<file path="src/rtl/core/lcdn_pkg.sv">
// shared types and constants of the 4-bit character display controller
package lcdn_pkg;

	localparam logic [1:0] OP_CMD    = 2'd0;
	localparam logic [1:0] OP_DATA   = 2'd1;
	localparam logic [1:0] OP_CURSOR = 2'd2;
	localparam logic [1:0] OP_INIT   = 2'd3;

	localparam logic [1:0] CFG_PULSE     = 2'd0;
	localparam logic [1:0] CFG_SETTLE    = 2'd1;
	localparam logic [1:0] CFG_INIT_WAIT = 2'd2;

	localparam logic [7:0] PULSE_RST     = 8'd1;
	localparam logic [7:0] SETTLE_RST    = 8'd2;
	localparam logic [7:0] INIT_WAIT_RST = 8'd5;

	// segments of a request; a plain byte request runs only the last byte segment
	localparam logic [3:0] SEG_ZERO      = 4'd0;
	localparam logic [3:0] SEG_WAKE_1    = 4'd1;
	localparam logic [3:0] SEG_WAKE_3    = 4'd3;
	localparam logic [3:0] SEG_NIB2      = 4'd4;
	localparam logic [3:0] SEG_BYTE_1    = 4'd5;
	localparam logic [3:0] SEG_BYTE_LAST = 4'd8;

	localparam logic [2:0] SUB_ZERO_END = 3'd0;
	localparam logic [2:0] SUB_WAKE_END = 3'd2;
	localparam logic [2:0] SUB_NIB2_END = 3'd1;
	localparam logic [2:0] SUB_BYTE_END = 3'd4;

	localparam logic [3:0] NIB_WAKE  = 4'h3;
	localparam logic [3:0] NIB_4BIT  = 4'h2;
	localparam logic [5:0] COL_MAX   = 6'd40;

	localparam logic [7:0] CMD_FUNC_SET = 8'h28;
	localparam logic [7:0] CMD_DISP_ON  = 8'h0C;
	localparam logic [7:0] CMD_ENTRY    = 8'h06;
	localparam logic [7:0] CMD_CLEAR    = 8'h01;

	typedef struct packed {
		logic [7:0] pulse_ms;
		logic [7:0] settle_ms;
		logic [7:0] init_wait_ms;
	} cfg_t;

	typedef struct packed {
		logic       reg_select;
		logic       enable;
		logic [3:0] nibble;
		logic [7:0] hold_ms;
		logic       last;
	} phase_t;

	// command byte sent in each byte segment of the power-up sequence
	function automatic logic [7:0] init_cmd(input logic [3:0] seg);
		logic [7:0] cmd;
		unique case (seg)
			4'd5:    cmd = CMD_FUNC_SET;
			4'd6:    cmd = CMD_DISP_ON;
			4'd7:    cmd = CMD_ENTRY;
			default: cmd = CMD_CLEAR;
		endcase
		return cmd;
	endfunction

endpackage

</file>
<file path="src/rtl/core/lcdn_if.sv">
// request, phase and configuration channels of the display controller
interface lcdn_req_if;
	logic       valid;
	logic       ready;
	logic [1:0] opcode;
	logic [7:0] byte_value;
	logic [1:0] row;
	logic [5:0] column;
	modport source (output valid, opcode, byte_value, row, column, input ready);
	modport sink (input valid, opcode, byte_value, row, column, output ready);
endinterface

interface lcdn_rsp_if;
	logic       valid;
	logic       ready;
	logic       reg_select;
	logic       enable;
	logic [3:0] nibble;
	logic [7:0] hold_ms;
	logic       last;
	modport source (output valid, reg_select, enable, nibble, hold_ms, last, input ready);
	modport sink (input valid, reg_select, enable, nibble, hold_ms, last, output ready);
endinterface

interface lcdn_cfg_if;
	logic       valid;
	logic       ready;
	logic [1:0] index;
	logic [7:0] data;
	modport source (output valid, index, data, input ready);
	modport sink (input valid, index, data, output ready);
endinterface

</file>
<file path="src/rtl/core/lcdn_phase.sv">
// phase generator: pin levels and hold time of one step of a segment
module lcdn_phase (
	input  logic [3:0]      seg,
	input  logic [2:0]      sub,
	input  logic [7:0]      byte_value,
	input  logic            reg_select,
	input  lcdn_pkg::cfg_t  cfg,
	output lcdn_pkg::phase_t phase,
	output logic            seg_done
);

	logic is_wake;

	assign is_wake = (seg >= lcdn_pkg::SEG_WAKE_1) && (seg <= lcdn_pkg::SEG_WAKE_3);

	always_comb begin
		phase = '0;
		seg_done = 1'b0;
		priority if (seg == lcdn_pkg::SEG_ZERO) begin
			seg_done = (sub == lcdn_pkg::SUB_ZERO_END);
		end else if (is_wake) begin
			phase.enable = (sub == 3'd0);
			phase.nibble = lcdn_pkg::NIB_WAKE;
			phase.hold_ms = (sub == lcdn_pkg::SUB_WAKE_END) ? cfg.init_wait_ms : cfg.pulse_ms;
			seg_done = (sub == lcdn_pkg::SUB_WAKE_END);
		end else if (seg == lcdn_pkg::SEG_NIB2) begin
			phase.enable = (sub == 3'd0);
			phase.nibble = lcdn_pkg::NIB_4BIT;
			phase.hold_ms = cfg.pulse_ms;
			seg_done = (sub == lcdn_pkg::SUB_NIB2_END);
		end else begin
			// high nibble pulse, low nibble pulse, then settle
			phase.reg_select = reg_select;
			phase.enable = (sub == 3'd0) || (sub == 3'd2);
			phase.nibble = (sub < 3'd2) ? byte_value[7:4] : byte_value[3:0];
			phase.hold_ms = (sub == lcdn_pkg::SUB_BYTE_END) ? cfg.settle_ms : cfg.pulse_ms;
			seg_done = (sub == lcdn_pkg::SUB_BYTE_END);
		end
		phase.last = seg_done && (seg == lcdn_pkg::SEG_BYTE_LAST);
	end

endmodule

</file>
<file path="src/rtl/core/lcdn_seq.sv">
// sequencer: steps phases into the output register, one per cycle unless stalled
module lcdn_seq (
	input  logic           clk,
	input  logic           arst_n,
	input  lcdn_pkg::cfg_t cfg,
	lcdn_req_if.sink       req,
	lcdn_rsp_if.source     rsp,
	output logic           busy
);

	logic             busy_q;
	logic [3:0]       seg_q;
	logic [2:0]       sub_q;
	logic [7:0]       byte_q;
	logic             rs_q;
	logic             out_valid_q;
	lcdn_pkg::phase_t out_q;

	lcdn_pkg::phase_t phase;
	logic             seg_done;
	logic             advance;
	logic [3:0]       next_seg;
	logic [5:0]       col_m1;
	logic [7:0]       req_byte;

	lcdn_phase u_phase (
		.seg        (seg_q),
		.sub        (sub_q),
		.byte_value (byte_q),
		.reg_select (rs_q),
		.cfg        (cfg),
		.phase      (phase),
		.seg_done   (seg_done)
	);

	assign advance = busy_q && (!out_valid_q || rsp.ready);
	assign next_seg = seg_q + 4'd1;
	assign req.ready = !busy_q;
	assign busy = busy_q;

	// cursor address, column clamped to 1..40
	always_comb begin
		priority if (req.column == 6'd0) begin
			col_m1 = 6'd0;
		end else if (req.column > lcdn_pkg::COL_MAX) begin
			col_m1 = lcdn_pkg::COL_MAX - 6'd1;
		end else begin
			col_m1 = req.column - 6'd1;
		end
		req_byte = (req.opcode == lcdn_pkg::OP_CURSOR) ? {1'b1, req.row[1], col_m1} :
		                                                 req.byte_value;
	end

	always_ff @(posedge clk or negedge arst_n) begin
		if (!arst_n) begin
			busy_q <= 1'b0;
			out_valid_q <= 1'b0;
		end else begin
			if (req.valid && req.ready) begin
				busy_q <= 1'b1;
			end else if (advance && phase.last) begin
				busy_q <= 1'b0;
			end
			if (advance) begin
				out_valid_q <= 1'b1;
			end else if (rsp.ready) begin
				out_valid_q <= 1'b0;
			end
		end
	end

	always_ff @(posedge clk) begin
		if (req.valid && req.ready) begin
			sub_q <= 3'd0;
			byte_q <= req_byte;
			rs_q <= (req.opcode == lcdn_pkg::OP_DATA);
			seg_q <= (req.opcode == lcdn_pkg::OP_INIT) ? lcdn_pkg::SEG_ZERO :
			                                             lcdn_pkg::SEG_BYTE_LAST;
		end else if (advance) begin
			if (seg_done) begin
				seg_q <= next_seg;
				sub_q <= 3'd0;
				if (next_seg >= lcdn_pkg::SEG_BYTE_1) begin
					byte_q <= lcdn_pkg::init_cmd(next_seg);
				end
			end else begin
				sub_q <= sub_q + 3'd1;
			end
		end
		if (advance) begin
			out_q <= phase;
		end
	end

	assign rsp.valid = out_valid_q;
	assign rsp.reg_select = out_q.reg_select;
	assign rsp.enable = out_q.enable;
	assign rsp.nibble = out_q.nibble;
	assign rsp.hold_ms = out_q.hold_ms;
	assign rsp.last = out_q.last;

endmodule

</file>
<file path="src/rtl/core/char_lcd_nibble_interface_core.sv">
// top level of the 4-bit character display controller: timing registers and sequencer
// accept registers the request in the sequencer; its first phase enters the output register on the next advance
// throughput: one phase per cycle when the sink is ready; the sequencer steps the phases of
// a request in order and accepts the next request only after generating the last phase of
// the current one; output stalls hold the sequencer until the pending word is taken
// reset: timing registers return to 1, 2 and 5 ms, the block is idle with no word pending
module char_lcd_nibble_interface_core (
	input  logic       clk,
	input  logic       arst_n,
	lcdn_req_if.sink   req,
	lcdn_rsp_if.source rsp,
	lcdn_cfg_if.sink   cfg
);

	lcdn_pkg::cfg_t cfg_q;
	logic           busy;

	assign cfg.ready = 1'b1;

	always_ff @(posedge clk or negedge arst_n) begin
		if (!arst_n) begin
			cfg_q.pulse_ms <= lcdn_pkg::PULSE_RST;
			cfg_q.settle_ms <= lcdn_pkg::SETTLE_RST;
			cfg_q.init_wait_ms <= lcdn_pkg::INIT_WAIT_RST;
		end else if (cfg.valid && cfg.ready) begin
			unique case (cfg.index)
				lcdn_pkg::CFG_PULSE:     cfg_q.pulse_ms <= cfg.data;
				lcdn_pkg::CFG_SETTLE:    cfg_q.settle_ms <= cfg.data;
				lcdn_pkg::CFG_INIT_WAIT: cfg_q.init_wait_ms <= cfg.data;
				default:                 ;
			endcase
		end
	end

	lcdn_seq u_seq (
		.clk    (clk),
		.arst_n (arst_n),
		.cfg    (cfg_q),
		.req    (req),
		.rsp    (rsp),
		.busy   (busy)
	);

`ifndef SYNTHESIS
	// a pending word that does not end its request means the sequencer is still busy
	a_mid_request_busy: assert property (@(posedge clk) disable iff (!arst_n)
		rsp.valid && !rsp.last |-> busy && !req.ready)
		else $error("request accepted while phases still pending");

	a_accept_blocks: assert property (@(posedge clk) disable iff (!arst_n)
		req.valid && req.ready |=> busy)
		else $error("sequencer not busy after accept");

	// an enable-high phase is never last, so the next phase follows at once
	a_pulse_followed: assert property (@(posedge clk) disable iff (!arst_n)
		rsp.valid && rsp.ready && rsp.enable |=> rsp.valid && !rsp.enable)
		else $error("enable pulse not followed by enable-low phase");

	a_cfg_pulse_write: assert property (@(posedge clk) disable iff (!arst_n)
		cfg.valid && cfg.ready && cfg.index == lcdn_pkg::CFG_PULSE
		|=> cfg_q.pulse_ms == $past(cfg.data))
		else $error("pulse register not written");
`endif

endmodule
</file>
<file path="src/flat_wrapper.sv">
// flat-port wrapper written by rule: the top's interface ports become plain ports
module char_lcd_nibble_interface_core_flat 
  (clk, arst_n, req_valid, req_opcode, req_byte_value, req_row, req_column, req_ready, rsp_valid, rsp_reg_select, rsp_enable, rsp_nibble, rsp_hold_ms, rsp_last, rsp_ready, cfg_valid, cfg_index, cfg_data, cfg_ready);
  lcdn_req_if req_i ();
  lcdn_rsp_if rsp_i ();
  lcdn_cfg_if cfg_i ();
  input  logic clk;
  input  logic arst_n;
  input wire logic [$bits(req_i.valid)-1:0] req_valid;
  input wire logic [$bits(req_i.opcode)-1:0] req_opcode;
  input wire logic [$bits(req_i.byte_value)-1:0] req_byte_value;
  input wire logic [$bits(req_i.row)-1:0] req_row;
  input wire logic [$bits(req_i.column)-1:0] req_column;
  output wire logic [$bits(req_i.ready)-1:0] req_ready;
  output wire logic [$bits(rsp_i.valid)-1:0] rsp_valid;
  output wire logic [$bits(rsp_i.reg_select)-1:0] rsp_reg_select;
  output wire logic [$bits(rsp_i.enable)-1:0] rsp_enable;
  output wire logic [$bits(rsp_i.nibble)-1:0] rsp_nibble;
  output wire logic [$bits(rsp_i.hold_ms)-1:0] rsp_hold_ms;
  output wire logic [$bits(rsp_i.last)-1:0] rsp_last;
  input wire logic [$bits(rsp_i.ready)-1:0] rsp_ready;
  input wire logic [$bits(cfg_i.valid)-1:0] cfg_valid;
  input wire logic [$bits(cfg_i.index)-1:0] cfg_index;
  input wire logic [$bits(cfg_i.data)-1:0] cfg_data;
  output wire logic [$bits(cfg_i.ready)-1:0] cfg_ready;
  assign req_i.valid = req_valid;
  assign req_i.opcode = req_opcode;
  assign req_i.byte_value = req_byte_value;
  assign req_i.row = req_row;
  assign req_i.column = req_column;
  assign req_ready = req_i.ready;
  assign rsp_valid = rsp_i.valid;
  assign rsp_reg_select = rsp_i.reg_select;
  assign rsp_enable = rsp_i.enable;
  assign rsp_nibble = rsp_i.nibble;
  assign rsp_hold_ms = rsp_i.hold_ms;
  assign rsp_last = rsp_i.last;
  assign rsp_i.ready = rsp_ready;
  assign cfg_i.valid = cfg_valid;
  assign cfg_i.index = cfg_index;
  assign cfg_i.data = cfg_data;
  assign cfg_ready = cfg_i.ready;
  char_lcd_nibble_interface_core u_core (.clk(clk), .arst_n(arst_n), .req(req_i), .rsp(rsp_i), .cfg(cfg_i));
endmodule
</file>
<file path="config.mk">
export PLATFORM = sky130hd
export DESIGN_NAME = char_lcd_nibble_interface_core_flat
export DESIGN_NICKNAME = d
export VERILOG_FILES = /design/src/rtl/core/lcdn_pkg.sv /design/src/rtl/core/lcdn_if.sv /design/src/rtl/core/lcdn_phase.sv /design/src/rtl/core/lcdn_seq.sv /design/src/rtl/core/char_lcd_nibble_interface_core.sv /design/src/flat_wrapper.sv
export SDC_FILE = /design/constraint.sdc
export NUM_CORES = 1
export LEC_CHECK = 0
export ABC_AREA = 0
export BUFFER_PORTS_ARGS = -buffer_cell sky130_fd_sc_hd__clkbuf_2
export CELL_PAD_IN_SITES_DETAIL_PLACEMENT = 1
export CELL_PAD_IN_SITES_GLOBAL_PLACEMENT = 1
export CORE_UTILIZATION = 40
export DETAILED_ROUTE_END_ITERATION = 6
export PLACE_DENSITY = 0.75
export SYNTH_ARGS = -nofsm -noshare
export SYNTH_HDL_FRONTEND = slang
export SYNTH_SLANG_ARGS = --single-unit
</file>
<file path="constraint.sdc">
create_clock -name clk -period 2.8 [get_ports clk]
set_input_delay 0.14 -clock clk [delete_from_list [all_inputs] [get_ports clk]]
set_output_delay 0.14 -clock clk [all_outputs]
set_load 0.02 [all_outputs]
</file>
==> flow_summary.yaml, run 1 <==
cts:
  clkTransAtPathRegs_ns: 0.07
  clock_sinks: 57
  cts_tree: "built"
  cts_root_buf: "clkbuf_8"
  clk_latency_ns: 0.34
  cts_buffers: 9
  htree_num_levels: 3
  clock_path_buffers: 2
global_route:
  grt_pass1_wl_mm: 10.6
  grt_pass1_vias: 2212
  antenna_found_initial: 0
  grt_overflow_total: 0
  grt_usage_pct: 18.8
  grt_max_degree: 27
routing:
  drc: 0
  ant_nets: 0
  dr.pass1.iters: 4
  num_vias: 2096
  drt_iter0_markers: 72
  drt_wl_total_mm: 6.35
  post_drt_wl_per_cell_um: 15.7
  viasPerCell: 5.19
timing:
  layout_min_cycle_time_ns: 2.57
  worst_pin_slew_ns: 0.680
  hold_violations: 0
  timing.hold.ws_ns: 0.0679
  rsz0062_at_grt: "no"
  fin_setup_tns_ns: 0
  finalClockSkew_ns: 0.0115
  setup_viol: 0
  layout_worst_path_cycle_share_pct: 91.8
  max_freq_mhz: 389
  final_max_slew_viol_count: 0
  relSlewSlack_pct: 54.7
pwr:
  vdd_drop_max_mv: 0.270
  p_leak_nw: 1.46
  finalPower_w: 0.00269
  p_per_area_mw_per_mm2: 778
synth:
  synthTopCellsByArea: "edfxtp_1 29%, dfrtp_1 19%, mux2_2 9.3%"
  synth-main-ff-cell: "edfxtp_1"
  synthXorXnorAreaFrac_pct: 1.20
  synth-seq-area-share_pct: 53.4
  syn-num-nets: 288
  synth-compound-area-share_pct: 15.5
  synth_top_family_by_area: "compound AO/OA/AOI/OAI gates"
  synth_top_area_cell: "edfxtp_1"
  synthMuxAreaShare_pct: 9.95
  synth_seq_cells: 57
  synth_cell_types: 54
  syn_inst: 244
  synthSimpleGateAreaFrac_pct: 12.1
  synthArstFlopShare_pct: 45.6
  synth_top_area_share_pct: 28.8
  synth_adder_area_share_pct: 4.72
  syn-cell-area_sq_mm: 0.00292
  yosysMostFrequentCell: "edfxtp_1"
  synth_enable_flop_cells: 28
  yosys_warnings: 0
  synth_area_per_cell_sq_um: 12.0
  synth_commonest_cells: "28 x edfxtp_1, 24 x mux2_2, 22 x dfrtp_1, 18 x nand2_1, 14 x a21oi_1"
critical_path:
  path_class: "reg2reg"
  critPathMaxStageDelay_ns: 0.49
  crit_family: "compound AO/OA/AOI/OAI gates"
  path_cells: "inv_1, ha_1, nor4bb_1, a311oi_2, a211oi_2, nand2_1, o21ai_0, buf_4"
  endpoint_kind: "flop"
  arrival_ns: 2.61
  critPathRequiredTime_ns: 2.84
  cp_slowest_cell: "edfxtp_1"
  reg2reg_slack_ns: 0.23
  critical_path_buf_inv_count: 2
  critPathLaunchType: "flop"
  critPathMaxFanout: 8
worst_hold_path:
  hold_class: "in2reg"
cells_and_area:
  nFillCells: 766
  layout.nets: 347
  num_antenna_cells: 0
  drive_gt1_share_pct: 36.0
  syn2layout_area_growth_pct: 18.4
floorplanning:
  die_area_sq_mm: 0.00764
  rows: 30
  start_util_pct: 42.2
  core_sq_mm: 0.00691
  die_y_um: 87.4
  die_w_um: 87.4
  pin_count: 51
placement:
  io_buffers: 48
  dp_hpwl_mm: 4.78
  routabilityCongestion: 0.738
run:
  cap_violations: 0
run_status:
  outcome: "finished clean"
per-stage QoR:
| stage | setup WS [ns] | util, % | instance area [sq um] | std cells |
|---|---|---|---|---|
| finish | 0.229 | 50.0 | 3450 | 404 |
| global route | 0.00451 | 50.0 | 3450 | 404 |
| CTS | 0.168 | 49.8 | 3440 | 403 |
| detailed placement | 0.195 | 47.3 | 3270 | 386 |
| global placement | 0.288 | 47.3 | 3270 | 386 |
| floorplan | 0.131 | - | 2920 | 244 |
cell families after synthesis:
family / count (synthesis)
simple gates: 66
compound gates: 61
flops: 57
mux: 26
buf+inv: 18
fa+ha+maj: 11
xor+xnor: 4
other cells: 1
report_power, final:
group          switching, W  internal (W)  total [W]
registers          0.000123       0.00112    0.00125
logic              0.000444      0.000355   0.000799
clock network      0.000303      0.000339   0.000642
total              0.000870       0.00182    0.00269
sequential cells by signal, indices dropped and copies added, names as in the netlist:
register and flops:
u_core.u_seq.sub_q 3, u_core.u_seq.rsp.reg_select 1, u_core.cfg_q 24, u_core.u_seq.rsp.last 1
u_core.u_seq.rs_q 1, u_core.u_seq.seg_q 4, u_core.u_seq.rsp.valid 1, u_core.u_seq.rsp.enable 1
u_core.u_seq.busy 1, u_core.u_seq.rsp.hold_ms 8, u_core.u_seq.byte_q 8, u_core.u_seq.rsp.nibble 4
area by class of cell:
type / instances / area [sq um] / share of cell area (%)
Inverter: 11 / 41.3 / 1.20
Timing Repair Buffer: 55 / 295 / 8.55
Clock buffer: 12 / 145 / 4.20
Clock inverter: 4 / 20.0 / 0.580
Multi-Input combinational cell: 169 / 1270 / 36.9
Tap cell: 96 / 120 / 3.48
Sequential cell: 57 / 1560 / 45.1
final timing paths:
kind / startpoint / endpoint / depth (start not counted)
worst max-delay path: u_core.u_seq.seg_q[0] / u_core.u_seq.byte_q[3] / 8
worst min-delay path: cfg_data[4] / u_core.cfg_q[4] / 2
worst max register to register: u_core.u_seq.seg_q[0] / u_core.u_seq.byte_q[3] / 8
worst min register to register: u_core.cfg_q[14] / u_core.cfg_q[14] / 1
max in group asynchronous: arst_n / u_core.cfg_q[14] / 2
min in group asynchronous: arst_n / u_core.cfg_q[20] / 2
layer usage:
| metal | up-vias | GRT usage (%) | routed length, um |
|---|---|---|---|
| li1 | 1018 | - | - |
| met1 | 1030 | 21.1 | 2740 |
| met2 | 38 | 33.9 | 3310 |
| met3 | 10 | 4.55 | 210 |
| met4 | 0 | 8.05 | 94 |
| met5 | - | 0 | 0 |
cell usage in the layout, fill, tap and decap left out, drive strengths merged, types with 4 or more instances in the layout:
cell / netlist / final
clkinv: 1 / 5
buf: 4 / 6
ha: 11 / 11
nand2b: 7 / 7
nor3: 4 / 4
nor2: 13 / 13
o21a: 8 / 8
dfrtp: 22 / 22
a22oi: 4 / 4
edfxtp: 28 / 28
o221a: 8 / 8
clkbuf: 3 / 60
nor2b: 7 / 7
nand2: 18 / 18
dfstp: 4 / 4
o21ai: 12 / 12
mux2: 24 / 24
a21oi: 16 / 16
inv: 10 / 10
what timing repair did:
action / 4_1_cts / 5_1_grt
hold endpoints to repair: 22 / 0
endpoints found under the setup margin: 0 / 12
hold buffers: 1 / 0
buffers inserted: 0 / 1
resized for setup: 0 / 1
Power figures use the tool's default switching activity.
==> run 2, diff against run 1 <==
--- a/config.mk
+++ b/config.mk
@@ -11,7 +11,7 @@
 export CELL_PAD_IN_SITES_GLOBAL_PLACEMENT = 1
 export CORE_UTILIZATION = 40
 export DETAILED_ROUTE_END_ITERATION = 6
-export PLACE_DENSITY = 0.75
+export PLACE_DENSITY_LB_ADDON = 0.12
 export SYNTH_ARGS = -nofsm -noshare
 export SYNTH_HDL_FRONTEND = slang
 export SYNTH_SLANG_ARGS = --single-unit
==> flow_summary.yaml, run 2 (same netlist as run 1, synthesis figures left out) <==
critical_path:
  critPathLaunchType: "flop"
  arrival_ns: 2.64
  critPathMaxFanout: 8
  critPathRequiredTime_ns: 2.84
  endpoint_kind: "flop"
  path_class: "reg2reg"
timing:
  timing.hold.ws_ns: 0.0711
  hold_violations: 0
  final_max_slew_viol_count: 0
  finalClockSkew_ns: 0.00875
  setup_viol: 0
  rsz0062_at_grt: "yes"
  layout_min_cycle_time_ns: 2.60
  relSlewSlack_pct: 48.7
  max_freq_mhz: 384
  layout_worst_path_cycle_share_pct: 93.0
  worst_pin_slew_ns: 0.765
run_status:
  outcome: "finished clean"
placement:
  routabilityCongestion: 0.757
  io_buffers: 48
  dp_hpwl_mm: 4.70
  placed_area_sq_mm: 0.00327
global_route:
  grt_usage_pct: 18.6
  use_met1_pct: 21.1
  grt_overflow_total: 0
  antenna_found_initial: 0
  busiest_layer: "met2"
  grt_pass1_vias: 2216
  grt_pass1_wl_mm: 10.6
  grt_max_degree: 27
  grtUsageMet2_pct: 33.5
  use_met3_pct: 4.17
floorplanning:
  start_util_pct: 42.2
  die_y_um: 87.4
  core_sq_mm: 0.00691
  die_w_um: 87.4
  pin_count: 51
  rows: 30
  die_area_sq_mm: 0.00764
cells_and_area:
  regMostFlops: "u_core.cfg_q"
  drive_gt1_share_pct: 35.8
  stdcell_area_sq_mm: 0.00350
  multi_input_area_sq_mm: 0.00127
  syn2layout_area_growth_pct: 19.9
  final_common_cell: "clkbuf_2"
  finish.utilization_pct: 50.6
  nFillCells: 789
  layout.nets: 346
  largest_reg_flops: 24
  mostFrequentLayoutCells: "48 x clkbuf_2, 28 x edfxtp_1, 24 x mux2_2"
  regArea_sq_mm: 0.00156
  num_antenna_cells: 0
cts:
  htree_num_levels: 3
  clk_latency_ns: 0.33
  cts_root_buf: "clkbuf_8"
  post_cts_resized: 0
  clkTransAtPathRegs_ns: 0.07
  cts_buffers: 9
  clock_path_buffers: 2
  clock_sinks: 57
  cts_tree: "built"
pwr:
  clkPwrFrac_pct: 29.4
  vdd_drop_max_mv: 0.271
  p_leak_nw: 1.48
  sw_frac_of_total_pct: 30.7
  p_per_area_mw_per_mm2: 823
  pwr-share-comb_pct: 27.6
  p_seq_share_pct: 43.0
  p_sw_w: 0.000884
  p_int_w: 0.00200
routing:
  ant_nets: 0
  post_drt_wl_per_cell_um: 15.9
  drc: 0
  viasPerCell: 5.14
  num_vias: 2073
  drt_iter0_markers: 31
  drt_wl_total_mm: 6.39
  dr.pass1.iters: 4
worst_hold_path:
  hold_class: "in2reg"
run:
  cap_violations: 0
[run 2: changes by cell type in the layout (fill, tap and decap cells not counted)]
cell,change
nand2_2,-1
clkbuf_1,-1
buf_4,-1
nand2_1,+1
clkinv_4,+1
bufinv_16,+2
clkinv_2,-2
[run 2: cell type report]
| class | instances | share of cell area [%] |
|---|---|---|
| clock inverter | 5 | 2.25 |
| sequential | 57 | 44.5 |
| tap | 96 | 3.43 |
| multi-input combinational | 169 | 36.4 |
| inverter | 11 | 1.18 |
| timing repair buffer | 54 | 8.23 |
| clock buffer | 11 | 4.04 |
[run 2: worst paths after layout]
kind | slack [ns] | depth (start not counted) | start | end
max | 0.20 | 8 | u_core.u_seq.seg_q[0] | u_core.u_seq.byte_q[1]
max reg2reg | 0.20 | 8 | u_core.u_seq.seg_q[0] | u_core.u_seq.byte_q[1]
min reg2reg | 0.51 | 1 | u_core.cfg_q[11] | u_core.cfg_q[11]
min in group asynchronous | 0.37 | 2 | arst_n | u_core.cfg_q[17]
max in group asynchronous | 1.99 | 2 | arst_n | u_core.u_seq.busy
min | 0.07 | 2 | cfg_data[1] | u_core.cfg_q[1]
[run 2: power by group through the flow]
stage | registers (W) | clock network (W) | logic, W
4_1_cts | 0.00124 | 0.000869 | 0.000810
5_1_grt | 0.00126 | 0.000907 | 0.000880
6_report | 0.00124 | 0.000847 | 0.000793
2_1_floorplan | 0.00129 | 0 | 0.000518
3_3_place_gp | 0.00125 | 0 | 0.000779
3_5_place_dp | 0.00126 | 0 | 0.000804
[run 2: timing repair]
action,in CTS,in global routing
hold buffers,1,0
buffers inserted,0,0
endpoints found under the hold margin,22,0
endpoints found under the setup margin,0,9
[run 2: critical path: stages (launching register included)]
cell,delay (ns)
edfxtp_1,0.48
inv_1,0.15
ha_1,0.28
nor4bb_1,0.41
a311oi_2,0.09
a211oi_2,0.39
nand2_1,0.13
o21ai_0,0.19
buf_4,0.20
[run 2: per-layer routing]
metal	vias to the layer above	share of wire (%)
met1	1006	44
met2	39	52
met4	0	1.5
met5	-	0
li1	1019	-
met3	9	3.2
[run 2: metrics by stage]
step | cells | setup TNS (ns) | power, W | setup WS (ns)
after floorplan | 244 | 0 | 0.00181 | 0.131
after global placement | 386 | 0 | 0.00203 | 0.199
after detailed placement | 386 | 0 | 0.00206 | 0.146
after CTS | 403 | 0 | 0.00292 | 0.141
after global routing | 403 | -0.00118 | 0.00305 | -0.00118
final | 403 | 0 | 0.00288 | 0.197
==> run 3, diff against run 2 <==
--- a/config.mk
+++ b/config.mk
@@ -8,8 +8,8 @@
 export ABC_AREA = 0
 export BUFFER_PORTS_ARGS = -buffer_cell sky130_fd_sc_hd__clkbuf_2
 export CELL_PAD_IN_SITES_DETAIL_PLACEMENT = 1
-export CELL_PAD_IN_SITES_GLOBAL_PLACEMENT = 1
-export CORE_UTILIZATION = 40
+export CELL_PAD_IN_SITES_GLOBAL_PLACEMENT = 2
+export CORE_UTILIZATION = 33
 export DETAILED_ROUTE_END_ITERATION = 6
 export PLACE_DENSITY_LB_ADDON = 0.12
 export SYNTH_ARGS = -nofsm -noshare
==> flow_summary.yaml, run 3 (same netlist as run 1, synthesis figures left out) <==
timing:
  max_freq_mhz: 406
  final_max_slew_viol_count: 0
  relSlewSlack_pct: 50.2
  setup_viol: 0
  rsz0062_at_grt: "no"
  postLayoutSetupSlackWorst_ns: 0.340
  hold_violations: 0
  layout_worst_path_cycle_share_pct: 87.9
  finalClockSkew_ns: 0.00936
  layout_min_cycle_time_ns: 2.46
  worst_pin_slew_ns: 0.744
  fin_setup_tns_ns: 0
cts:
  clock_sinks: 57
  post_cts_resized: 0
  clock_path_buffers: 2
  clkTransAtPathRegs_ns: 0.07
  postCtsSetupRepairBufs: 0
  htree_num_levels: 3
  cts_tree: "built"
  clk_latency_ns: 0.32
  postCtsHoldBufs: 1
  cts_root_buf: "clkbuf_8"
  cts_buffers: 9
global_route:
  grt_pass1_vias: 2150
  grt_max_degree: 27
  grt_pass1_wl_mm: 10.4
  grt_usage_pct: 15.2
  grt_overflow_total: 0
  antenna_found_initial: 0
pwr:
  p_leak_nw: 1.48
  clkPwrFrac_pct: 26.8
  pwr-share-comb_pct: 28.7
  vdd_drop_max_mv: 0.282
  p_int_w: 0.00191
  p_per_area_mw_per_mm2: 796
  sw_frac_of_total_pct: 31.6
  p_sw_w: 0.000881
  p_seq_share_pct: 44.5
floorplanning:
  pin_count: 51
  die_y_um: 96.0
  die_w_um: 96.0
  rows: 33
  start_util_pct: 34.8
  die_area_sq_mm: 0.00922
  core_sq_mm: 0.00838
routing:
  viasPerCell: 5.02
  dr.pass1.iters: 4
  drt_wl_total_mm: 6.29
  drc: 0
  drt_iter0_markers: 80
  num_vias: 2078
  post_drt_wl_per_cell_um: 15.2
  ant_nets: 0
placement:
  dp.cells: 397
  io_buffers: 48
  dp_hpwl_mm: 4.67
  place_ws_ns: 0.337
  routabilityCongestion: 0.755
cells_and_area:
  regMostFlops: "u_core.cfg_q"
  final_common_cell: "clkbuf_2"
  final_cells: 414
  syn2layout_area_growth_pct: 20.1
  mostFrequentLayoutCells: "48 x clkbuf_2, 28 x edfxtp_1, 24 x mux2_2"
  num_antenna_cells: 0
  layout.nets: 348
  drive_gt1_share_pct: 35.9
  finish.utilization_pct: 41.8
  largest_reg_flops: 24
run_status:
  outcome: "finished clean"
run:
  cap_violations: 0
critical_path:
  critPathMaxFanout: 8
  r2r-start: "u_core.u_seq.seg_q[0]"
  path_class: "reg2reg"
  critPathLaunch: "u_core.u_seq.seg_q[0]"
  critPathRequiredTime_ns: 2.83
  critPathLaunchType: "flop"
  reg2reg_slack_ns: 0.34
  arrival_ns: 2.49
  endpoint_kind: "flop"
  reg2reg_depth: 8
  rr_endpoint: "u_core.u_seq.byte_q[7]"
worst_hold_path:
  hp-start: "cfg_data[4]"
  hold_class: "in2reg"
  min_delay_path_depth: 2
  min_to: "u_core.cfg_q[4]"
run 3: changes by cell type in the layout (fill, tap and decap cells not counted), sizes merged:
cell	change
clkinv	+1
bufinv	-2
buf	+2
clkbuf	+1
run 3: cell type report:
cell class,count,area (sq um)
fill,943,4880
sequential,57,1560
multi-input combinational,169,1270
timing repair buffer,56,303
clock buffer,12,178
tap,105,131
inverter,11,41.3
clock inverter,4,22.5
run 3: per-layer routing:
layer	wire length [um]	track usage (%)
met2	3010	25.7
met4	137	5.85
met1	2930	18.4
met5	0	0
met3	217	4.03
run 3: power by group through the flow:
stage	clock, W	sequential (W)	combinational [W]
after floorplan	0	0.00129	0.000518
after global placement	0	0.00125	0.000803
after detailed placement	0	0.00126	0.000811
after CTS	0.000776	0.00124	0.000817
after global routing	0.000807	0.00127	0.000899
final	0.000748	0.00124	0.000801
run 3: per-stage QoR:
step	hold WS (ns)	power, W	area (sq um)
floorplan	-0.156	0.00181	2920
global placement	0.201	0.00205	3290
detailed placement	0.199	0.00207	3290
CTS	0.0562	0.00283	3500
global route	0.0672	0.00298	3500
finish	0.0711	0.00279	3500
run 3: worst max-delay path by stage:
stage / to / slack [ns] / depth (start not counted)
after global routing: u_core.u_seq.byte_q[7] / 0.13 / 8
final: u_core.u_seq.byte_q[7] / 0.34 / 8
after CTS: u_core.u_seq.byte_q[7] / 0.31 / 8
after detailed placement: u_core.u_seq.byte_q[7] / 0.34 / 8
after floorplan: u_core.u_seq.byte_q[0] / 0.13 / 7
after global placement: u_core.u_seq.byte_q[7] / 0.37 / 8
run 3: critical path: stages, from the launching register on:
cell	delay (ns)
edfxtp_1	0.48
inv_1	0.16
ha_1	0.28
nor4bb_1	0.38
a311oi_2	0.09
a211oi_2	0.27
nand2_1	0.10
o21ai_0	0.21
buf_4	0.20
